File: src/design/bbcd_pkg.sv
// ----------------------------------------------------------------------------
// Block buffer cache directory package
// Shared types, constants and command/status structures.
// ----------------------------------------------------------------------------
package bbcd_pkg;

    localparam int NUM_SLOTS_DEF  = 64;
    localparam int COUNT_BITS_DEF = 8;
    localparam int DEV_W          = 8;
    localparam int BLK_W          = 32;
    localparam int SPB_W          = 4;
    localparam int SECT_W         = 35;
    localparam int SLOT_OUT_W     = 6;
    localparam logic [SPB_W-1:0] SPB_RESET = 4'd2;

    localparam logic [1:0] OP_READ      = 2'd0;
    localparam logic [1:0] OP_DIRTY     = 2'd1;
    localparam logic [1:0] OP_WRITEBACK = 2'd2;
    localparam logic [1:0] OP_RELEASE   = 2'd3;

    localparam logic [1:0] ST_OK    = 2'd0;
    localparam logic [1:0] ST_RETRY = 2'd1;
    localparam logic [1:0] ST_BAD   = 2'd2;
    localparam logic [1:0] ST_SAT   = 2'd3;

    // Commands from the controller to the datapath.
    typedef struct packed {
        logic load;       // capture the input item
        logic scan_start; // clear scan index
        logic scan_step;  // read next tag entry
        logic rd_slot;    // read entry of the selected slot
        logic execute;    // apply the update and form the result
        logic mul_step;   // one partial product step
        logic out_load;   // present the result
    } t_cmd;

    typedef struct packed {
        logic scan_hit;   // registered compare of last entry matched
        logic scan_done;  // last entry has been compared
        logic mul_done;
    } t_stat;

endpackage

File: src/design/bbcd_ctrl.sv
// ----------------------------------------------------------------------------
// Block buffer cache directory controller
// Sequences capture, tag scan, slot read, update, sector multiply and output.
// ----------------------------------------------------------------------------
module bbcd_ctrl
    import bbcd_pkg::*;
(
    input  logic  i_clk,
    input  logic  i_rst_n,
    input  logic  i_in_valid,
    output logic  o_in_ready,
    input  logic  i_op_is_read,
    output t_cmd  o_cmd,
    input  t_stat i_stat,
    input  logic  i_out_free
);

    typedef enum logic [6:0] {
        S_IDLE  = 7'b0000001,
        S_SCAN  = 7'b0000010,
        S_RSLOT = 7'b0000100,
        S_WAIT  = 7'b0001000,
        S_EXEC  = 7'b0010000,
        S_MUL   = 7'b0100000,
        S_OUT   = 7'b1000000
    } t_state;

    t_state r_state, n_state;

    always_ff @(posedge i_clk) begin
        if (!i_rst_n) begin
            r_state <= S_IDLE;
        end else begin
            r_state <= n_state;
        end
    end

    always_comb begin
        n_state = r_state;
        o_cmd = '0;
        o_in_ready = 1'b0;
        case (r_state)
            S_IDLE: begin
                o_in_ready = 1'b1;
                if (i_in_valid) begin
                    o_cmd.load = 1'b1;
                    o_cmd.scan_start = 1'b1;
                    n_state = S_SCAN;
                end
            end
            S_SCAN: begin
                // Non-read commands skip the search.
                if (!i_op_is_read || i_stat.scan_hit || i_stat.scan_done) begin
                    n_state = S_RSLOT;
                end else begin
                    o_cmd.scan_step = 1'b1;
                end
            end
            S_RSLOT: begin
                o_cmd.rd_slot = 1'b1;
                n_state = S_WAIT;
            end
            S_WAIT: begin
                n_state = S_EXEC;
            end
            S_EXEC: begin
                o_cmd.execute = 1'b1;
                n_state = S_MUL;
            end
            S_MUL: begin
                if (i_stat.mul_done) begin
                    n_state = S_OUT;
                end else begin
                    o_cmd.mul_step = 1'b1;
                end
            end
            S_OUT: begin
                if (i_out_free) begin
                    o_cmd.out_load = 1'b1;
                    n_state = S_IDLE;
                end
            end
            default: n_state = S_IDLE;
        endcase
    end

endmodule

File: config.mk
export PLATFORM = sky130hd
export DESIGN_NAME = bbcd_ctrl
export DESIGN_NICKNAME = d
export VERILOG_FILES = /design/src/design/bbcd_pkg.sv /design/src/design/bbcd_ctrl.sv
export SDC_FILE = /design/constraint.sdc
export NUM_CORES = 1
export LEC_CHECK = 0
export ABC_AREA = 1
export CORE_AREA = 2 2 39 41
export CTS_BUF_LIST = sky130_fd_sc_hd__clkbuf_8
export DETAILED_ROUTE_END_ITERATION = 10
export DIE_AREA = 0 0 41 43
export DONT_BUFFER_PORTS = 1
export GPL_ROUTABILITY_DRIVEN = 0
export PLACE_DENSITY_LB_ADDON = 0.25
export SLEW_MARGIN = 20
export SYNTH_ARGS = -nofsm -noshare
export SYNTH_HDL_FRONTEND = slang
export SYNTH_SLANG_ARGS = --single-unit
File: constraint.sdc
create_clock -name i_clk -period 2.4 [get_ports i_clk]
set_clock_uncertainty 0.2 [all_clocks]
set_input_delay 0.72 -clock i_clk [delete_from_list [all_inputs] [get_ports i_clk]]
set_output_delay 0.72 -clock i_clk [all_outputs]
set_load 0.01 [all_outputs]
==> results of run 1 <==
-- routing by layer --
| metal | global-route usage | share of wire | vias to the layer above |
|---|---|---|---|
| li1 | - | - | 258 |
| met1 | 0.159 | 0.48 | 190 |
| met2 | 0.184 | 0.47 | 6 |
| met4 | 0 | 0 | 0 |
| met3 | 0.0995 | 0.042 | 0 |
| met5 | 0 | 0 | - |
-- final cells by class --
type	count	area [um2]	share of cell area
sequential	7	140	0.236
clock inverter	1	3.75	0.00633
tap	16	20.0	0.0338
multi-input combinational	55	313	0.527
inverter	18	67.6	0.114
timing repair buffer	1	7.51	0.0127
clock buffer	3	41.3	0.0696
-- final timing paths --
path,cells after the start,slack (ps),endpoint
worst min-delay path,2,300,r_state[4]
worst min register to register,2,300,r_state[4]
worst max register to register,8,910,r_state[0]
worst max-delay path,5,160,o_cmd[5]
-- kinds of logic (layout without fill, tap and decap cells) --
kind of cell           count (synthesis)  count (layout)  share of synthesized area
and+or+nand+nor                       53              53                      0.573
AOI/OAI and AO/OA                      2               2                     0.0189
DFF                                    7               7                      0.265
buffers and inverters                 19              23                      0.142
-- Yosys cell counts --
cell type	count
inv_1	14
inv_2	4
nand2_4	2
o21ai_1	1
nor3_1	3
nor2_2	4
nand2_1	16
nand3_2	3
nand3_1	4
buf_4	1
nor2_1	11
nor4_1	2
nand4_1	1
nand2_2	3
dfxtp_1	7
nand3_4	1
nor2_4	3
a21oi_1	1
-- worst max-delay path: cells and delay by family (launching register included) --
kind / cells / cell delay [ps]
simple gates: 4 / 650
flops: 1 / 350
buf+inv: 1 / 90
-- report_power, final --
group / switching (mW) / internal [mW] / leakage [nW]
Sequential: 0.0227 / 0.141 / 0.0571
Clock: 0.0480 / 0.110 / 0.0269
Combinational: 0.189 / 0.0877 / 0.229
-- through the flow --
step | total power, mW | setup slack (ps)
2_1_floorplan | 0.411 | 284
3_5_place_dp | 0.442 | 289
6_report | 0.598 | 160
4_1_cts | 0.606 | 137
3_3_place_gp | 0.443 | 312
5_1_grt | 0.655 | 14.9
==> reports/qor.yml, run 1 <==
worst_setup_path:
  crit_required_ps: 1480
  crit_path_end_kind: "output pin"
  crit_path_start_kind: "flip-flop"
  crit_chain: "inv_2 > nand2_2 > nor2_4 > nand2_1 > nor2_1"
  path_max_fanout: 5
  worst-endpoint-arrival_ps: 1320
  crit_type: "reg2out"
  slowest_delay_ps: 350
  r2r-start: "r_state[5]"
  critPathLaunch: "r_state[5]"
  crit_path_top_delay_cell: "dfxtp_1"
clock_tree:
  clockBufferDepth: 2
  cts.clk_slew.worst_paths_ps: 40
  clk_latency_ps: 220
  htreeDepth: 1
  cts_root_buf: "clkbuf_8"
  post_cts_buffers: 0
  ctsResizeCount: 0
  hold_buffers: 0
  cts_tree: "yes"
  clock-sinks: 7
  cts_buffers: 3
placement:
  portBuffers: 0
  dpl.hpwl_um: 824
  place_area_um2: 548
  dp_cells: 97
power_and_ir_drop:
  ir_drop_uv: 559
  p_leak_nw: 0.313
  p_per_area_nw_per_um2: 1010
worst_hold_path:
  hold_start: "r_state[3]"
  hold_path.class: "reg2reg"
synth:
  synth_area_leaders: "dfxtp_1 27%, nand2_1 11%, inv_1 10%"
  ys_seq_area_frac: 0.265
  synth_seq_cells: 7
  syn_area_per_cell_um2: 6.52
  synth_top_cell_area_share: 0.265
  ys_types: 18
  synthCells: 81
  syn-num-nets: 89
  yosysWarnings: 0
  synth_area_um2: 528
  synth_area_leader_cell: "dfxtp_1"
timing:
  slew_viol_final: 0
  period_minus_slack_ps: 2240
  hold_viol_final: 0
  period_share: 0.933
  worstMarginPinSlew_ps: 381
  setup_viol: 0
  fin_setup_tns_ps: 0
  max_freq_ghz: 0.446
  maxSlewHeadroom: 0.745
  rsz0062_at_grt: "false"
  whs_ps: 303
die:
  fp.coreArea_um2: 1380
  rows: 14
  die_x_um: 41
  num_io_pins: 16
  die-area_um2: 1760
  initial_core_util: 0.382
  die_y_um: 43
route:
  detail_route.wl_per_cell_um: 9.65
  remaining_drc_errors: 0
  wl_um: 975
  via_count: 454
  ant_nets: 0
  drt_first_pass_iters: 2
  via_per_inst: 4.50
  drt_iter0_markers: 3
flow_run:
  maxCapViolations: 0
final_layout:
  diodes: 0
  fillers: 161
  finalNetCount: 94
  syn2layout_area_growth_pct: 12.3
  final_cell_mix: "16 x nand2_1, 15 x inv_1, 11 x nor2_1, 7 x dfxtp_1"
  final_layout_size_suffix_gt1_frac: 0.282
  layout_commonest_cell: "nand2_1"
  postLayoutCoreUtil: 0.429
  reg.largest.list: "r_state: 7 flops"
  final_cell_count_no_fill: 101
  fin_area_um2: 593
  largest_reg_flops: 7
  regMostFlops: "r_state"
global_routing:
  antenna_found_initial: 0
  grt_max_degree: 6
  gr-total-overflow: 0
  track_usage: 0.128
  grt_pass1_wl_mm: 1.48
  grt_pass1_vias: 381
run_status:
  status: "finished, final reports clean"
No activity file was read; power rests on OpenSTA's default activity.
==> run 2, diff against run 1 <==
Settings changed: CTS_BUF_LIST sky130_fd_sc_hd__clkbuf_8 to sky130_fd_sc_hd__clkbuf_4 sky130_fd_sc_hd__clkbuf_8, SLEW_MARGIN 20 to unset.
==> run 2 against run 1 <==
Net effect: total power decreased by 6.4%; clock power decreased by 26%; die area unchanged; cell area decreased by 2.1%; first-iteration DRC count decreased by 33%; worst hold slack got worse by 0.83 ps; largest cell class unchanged; sequential share of layout area increased by 0.51 points; setup slack improved by 51 ps; maximum frequency increased by 2.3%; global-route usage increased by 0.20 points; sequential cell count unchanged.
==> reports/qor.yml, run 2 (synthesis gave the netlist of run 1 again) <==
worst_setup_path:
  crit_required_ps: 1480  # about the same
  crit_path_end_kind: "output pin"  # unchanged
  worst-endpoint-arrival_ps: 1270  # was 1320 ps
  path_max_fanout: 3  # was 5
  crit_type: "reg2out"  # unchanged
  crit_path_start_kind: "flip-flop"  # unchanged
timing:
  rsz0062_at_grt: "false"  # unchanged
  period_share: 0.912  # was 0.933
  hold_viol_final: 0  # unchanged
  setup_viol: 0  # unchanged
  worstMarginPinSlew_ps: 273  # was 381 ps
  layout_setup_ws_ps: 211  # was 160 ps
  slew_viol_final: 0  # unchanged
  maxSlewHeadroom: 0.817  # was 0.745
  max_freq_ghz: 0.457  # was 0.446 GHz
  period_minus_slack_ps: 2190  # was 2240 ps
  fin_setup_tns_ps: 0  # unchanged
clock_tree:
  clockBufferDepth: 2  # unchanged
  clock-sinks: 7  # unchanged
  ctsResizeCount: 0  # unchanged
  cts.clk_slew.worst_paths_ps: 50  # was 40 ps
  clk_latency_ps: 250  # was 220 ps
  post_cts_buffers: 0  # unchanged
  hold_buffers: 0  # unchanged
  cts_tree: "yes"  # unchanged
  htreeDepth: 1  # unchanged
  cts_root_buf: "clkbuf_4"  # was clkbuf_8
  cts_buffers: 3  # unchanged
run_status:
  status: "finished, final reports clean"  # unchanged
final_layout:
  regMostFlops: "r_state"  # unchanged
  syn2layout_area_growth_pct: 9.95  # was 12.3%
  reg.largest.list: "r_state: 7 flops"  # unchanged
  final_layout_size_suffix_gt1_frac: 0.306  # was 0.282
  final_cell_mix: "16 x nand2_1, 14 x inv_1, 10 x nor2_1, 7 x dfxtp_1, 5 x nor2_2"  # was 16 x nand2_1, 15 x inv_1, 11 x nor2_1, 7 x dfxtp_1
  fin_area_um2: 581  # was 593 um2
  fillers: 160  # was 161
  largest_reg_flops: 7  # unchanged
  layout_commonest_cell: "nand2_1"  # unchanged
  finalNetCount: 94  # unchanged
  diodes: 0  # unchanged
route:
  via_count: 460  # was 454
  ant_nets: 0  # unchanged
  detail_route.wl_per_cell_um: 9.57  # was 9.65 um
  drt_first_pass_iters: 2  # unchanged
  drt_iter0_markers: 2  # was 3
  wl_um: 967  # was 975 um
  via_per_inst: 4.55  # was 4.50
  remaining_drc_errors: 0  # unchanged
global_routing:
  use_met2: 0.184  # unchanged
  grt_max_degree: 6  # unchanged
  grt_busiest_layer: "met2"  # unchanged
  gr-total-overflow: 0  # unchanged
  met3_usage: 0.0995  # unchanged
  track_usage: 0.130  # was 0.128
  grt_pass1_wl_mm: 1.48  # unchanged
  antenna_found_initial: 0  # unchanged
  use_met1: 0.155  # was 0.159
  grt_pass1_vias: 383  # was 381
die:
  rows: 14  # unchanged
  die-area_um2: 1760  # unchanged
  num_io_pins: 16  # unchanged
  die_y_um: 43  # unchanged
  initial_core_util: 0.382  # unchanged
  fp.coreArea_um2: 1380  # unchanged
  die_x_um: 41  # unchanged
power_and_ir_drop:
  p_leak_nw: 0.305  # was 0.313 nW
  total_power_mw: 0.559  # was 0.598 mW
  ir_drop_uv: 535  # was 559 uV
  p_per_area_nw_per_um2: 964  # was 1010 nW/um2
placement:
  dpl.hpwl_um: 824  # unchanged
  portBuffers: 0  # unchanged
  place_area_um2: 548  # unchanged
  preCtsSetupSlack_ps: 289  # unchanged
flow_run:
  maxCapViolations: 0  # unchanged
worst_hold_path:
  hold_path.class: "reg2reg"  # unchanged
==> run 2: cell types whose count changed in the layout (fill, tap and decap cells not counted), sizes merged <==
| cell | before | now |
|---|---|---|
| clkbuf | 3 | 4 |
| inv | 19 | 18 |
==> run 2: path summary, 6_finish.rpt <==
path,startpoint,to,slack (ps),cells past startpoint
worst max-delay path,r_state[3],o_cmd[5],210,5
worst min-delay path,r_state[3],r_state[4],300,2
worst max register to register,r_state[5],r_state[0],920,8
worst min register to register,r_state[3],r_state[4],300,2
==> run 2: power breakdown <==
group	switching, mW	internal (mW)
logic	0.191	0.0886
clock network	0.0427	0.0747
registers	0.0228	0.140
total	0.256	0.303
==> run 2: final cells by class <==
class / instances / area [um2] / share of cell area
Timing Repair Buffer: 1 / 7.51 / 0.0129
Multi-Input combinational cell: 55 / 315 / 0.543
Clock buffer: 4 / 30.0 / 0.0517
Sequential cell: 7 / 140 / 0.241
Tap cell: 16 / 20.0 / 0.0345
Inverter: 18 / 67.6 / 0.116
==> run 2: routing by layer <==
layer,vias to the layer above,part of all wire,wire [um]
li1,257,-,-
met1,197,0.47,451
met2,6,0.49,473
met3,0,0.042,41
met4,0,0,0
met5,-,0,0
==> run 2: stage by stage <==
stage                     hold WS [ps]  utilization  cells
after CTS                          304        0.418    101
after global routing               341        0.420    101
after detailed placement           305        0.396     97
after floorplan                    277            -     81
after global placement             294        0.396     97
final                              302        0.420    101
==> run 2: worst max-delay path: stages, from the launching register on <==
cell and delay (ps):
dfxtp_1 310, inv_1 70, nand2_1 100, nor2_1 180, nand2_1 130, nor2_2 230
==> run 3, diff against run 2 <==
Settings changed: CORE_AREA 2 2 39 41 to 3 3 40 42, CTS_BUF_LIST sky130_fd_sc_hd__clkbuf_4 sky130_fd_sc_hd__clkbuf_8 to sky130_fd_sc_hd__clkbuf_2 sky130_fd_sc_hd__clkbuf_4 sky130_fd_sc_hd__clkbuf_8, DIE_AREA 0 0 41 43 to 0 0 43 45.
==> run 3 against run 2 <==
Net effect: global-route usage fell by 1.2 points; sequential cell count stayed put; setup slack got worse by 44 ps; cell area shrank 0.65%; critical path type unchanged; die area up 9.8%; first-iteration DRC count grew 100%; largest cell class unchanged; final cell count is 0.99% lower; largest power group unchanged; worst hold slack gained 10 ps.
==> reports/qor.yml, run 3 (synthesis gave the netlist of run 1 again) <==
clock_tree:
  cts_tree: "yes"  # unchanged
  cts.clk_slew.worst_paths_ps: 60  # was 50 ps
  cts_buffers: 3  # unchanged
  clk_latency_ps: 260  # was 250 ps
  post_cts_buffers: 0  # unchanged
  clock-sinks: 7  # unchanged
  ctsResizeCount: 0  # unchanged
  htreeDepth: 1  # unchanged
  clockBufferDepth: 2  # unchanged
  hold_buffers: 0  # unchanged
  cts_root_buf: "clkbuf_4"  # unchanged
route:
  routed.top_layer: "met3"  # unchanged
  wl_mm: 1.02  # was 967 um
  drt_iter0_markers: 4  # was 2
  via_count: 479  # was 460
  remaining_drc_errors: 0  # unchanged
  met2WireLength_um: 511  # was 473 um
  detail_route.wl_per_cell_um: 10.2  # was 9.57 um
  via_per_inst: 4.79  # was 4.55
  met3_wirelength_um: 59  # was 41 um
  drt_first_pass_iters: 4  # was 2
  met1Wirelength_um: 447  # was 451 um
  ant_nets: 0  # unchanged
timing:
  layout_setup_ws_ps: 167  # was 211 ps
  maxSlewHeadroom: 0.800  # was 0.817
  period_minus_slack_ps: 2230  # was 2190 ps
  period_share: 0.930  # was 0.912
  fin_setup_tns_ps: 0  # unchanged
  rsz0062_at_grt: "false"  # unchanged
  worstMarginPinSlew_ps: 299  # was 273 ps
  setup_viol: 0  # unchanged
  hold_viol_final: 0  # unchanged
  whs_ps: 312  # was 302 ps
  max_freq_ghz: 0.448  # was 0.457 GHz
  slew_viol_final: 0  # unchanged
worst_setup_path:
  worst-endpoint-arrival_ps: 1310  # was 1270 ps
  crit_chain: "inv_1 > nand2_1 > nor2_1 > nand2_1 > nor2_2"  # unchanged
  crit_required_ps: 1480  # about the same
  crit_path_top_delay_cell: "dfxtp_1"  # unchanged
  crit_top_cell: "nand2_1"  # unchanged
  crit_path_end_kind: "output pin"  # unchanged
  crit_path_start_kind: "flip-flop"  # unchanged
  path_max_fanout: 3  # unchanged
  crit_type: "reg2out"  # unchanged
  r2r_setup_slack_ps: 920  # about the same
  slowest_delay_ps: 320  # was 310 ps
global_routing:
  gr-total-overflow: 0  # unchanged
  grt_pass1_wl_mm: 1.72  # was 1.48 mm
  grt_max_degree: 6  # unchanged
  antenna_found_initial: 0  # unchanged
  grt_pass1_vias: 427  # was 383
  track_usage: 0.117  # was 0.130
final_layout:
  postLayoutCoreUtil: 0.449  # was 0.420
  final_layout_size_suffix_gt1_frac: 0.306  # unchanged
  multiInputGateArea_um2: 315  # unchanged
  final_cell_count_no_fill: 100  # was 101
  fillers: 138  # was 160
  syn2layout_area_growth_pct: 9.24  # was 9.95%
  ff_latch_area_um2: 140  # unchanged
  largest_reg_flops: 7  # unchanged
  regMostFlops: "r_state"  # unchanged
  reg.largest.list: "r_state: 7 flops"  # unchanged
  finalNetCount: 94  # unchanged
  fin_area_um2: 577  # was 581 um2
  final_cell_mix: "16 x nand2_1, 14 x inv_1, 10 x nor2_1, 7 x dfxtp_1, 5 x nor2_2"  # unchanged
  diodes: 0  # unchanged
  layout_commonest_cell: "nand2_1"  # unchanged
flow_run:
  maxCapViolations: 0  # unchanged
power_and_ir_drop:
  p_per_area_nw_per_um2: 962  # was 964 nW/um2
  net-switching-power_mw: 0.266  # was 0.256 mW
  ir_drop_uv: 487  # was 535 uV
  swShare: 0.479  # was 0.458
  p_seq_frac: 0.297  # was 0.291
  p_leak_nw: 0.304  # was 0.305 nW
  total_power_mw: 0.555  # was 0.559 mW
  power.share.combinational: 0.508  # was 0.499
  p_int_mw: 0.289  # was 0.303 mW
  p_clk_frac: 0.195  # was 0.210
die:
  initial_core_util: 0.411  # was 0.382
  num_io_pins: 16  # unchanged
  die_y_um: 45  # was 43 um
  die-area_um2: 1940  # was 1760 um2
  rows: 13  # was 14
  fp.coreArea_um2: 1280  # was 1380 um2
  die_x_um: 43  # was 41 um
worst_hold_path:
  hold_path.class: "reg2reg"  # unchanged
placement:
  dp_cells: 96  # was 97
  dpl.hpwl_um: 875  # was 824 um
  portBuffers: 0  # unchanged
  place_area_um2: 547  # was 548 um2
  preCtsSetupSlack_ps: 298  # was 289 ps
run_status:
  status: "finished, final reports clean"  # unchanged
run 3: cell count changes in the layout (fill, tap and decap cells not counted), sizes merged:
cell	before	now
clkbuf	4	3
clkinv	0	1
run 3: per-layer routing:
metal | GRT usage | vias up
met5 | 0 | -
met4 | 0.0542 | 0
met3 | 0.0398 | 0
met2 | 0.204 | 18
met1 | 0.130 | 206
li1 | - | 255
run 3: worst max-delay path, delay by kind of cell (launching register included):
family | cells | cell delay, ps
DFF | 1 | 320
buffers and inverters | 1 | 70
and+or+nand+nor | 4 | 660
run 3: layout make-up:
class	instances	share of cell area
flip-flops and latches	7	0.243
inverters	18	0.117
multi-input cells	55	0.547
well taps	15	0.0325
repair buffers	1	0.0130
clock inverters	1	0.00868
clock buffers	3	0.0390
run 3: path summary, 6_finish.rpt:
kind / from / to / cells past startpoint
setup / recovery: r_state[3] / o_cmd[6] / 5
hold / removal: r_state[3] / r_state[4] / 2
setup reg to reg: r_state[4] / r_state[0] / 8
hold reg to reg: r_state[3] / r_state[4] / 2
run 3: power by group through the flow:
stage                     logic [mW]  registers, mW  clock network [mW]
after global routing           0.315          0.167               0.119
after global placement         0.276          0.165                   0
after floorplan                0.249          0.162                   0
after CTS                      0.282          0.164               0.113
final                          0.282          0.165               0.108
after detailed placement       0.279          0.166                   0
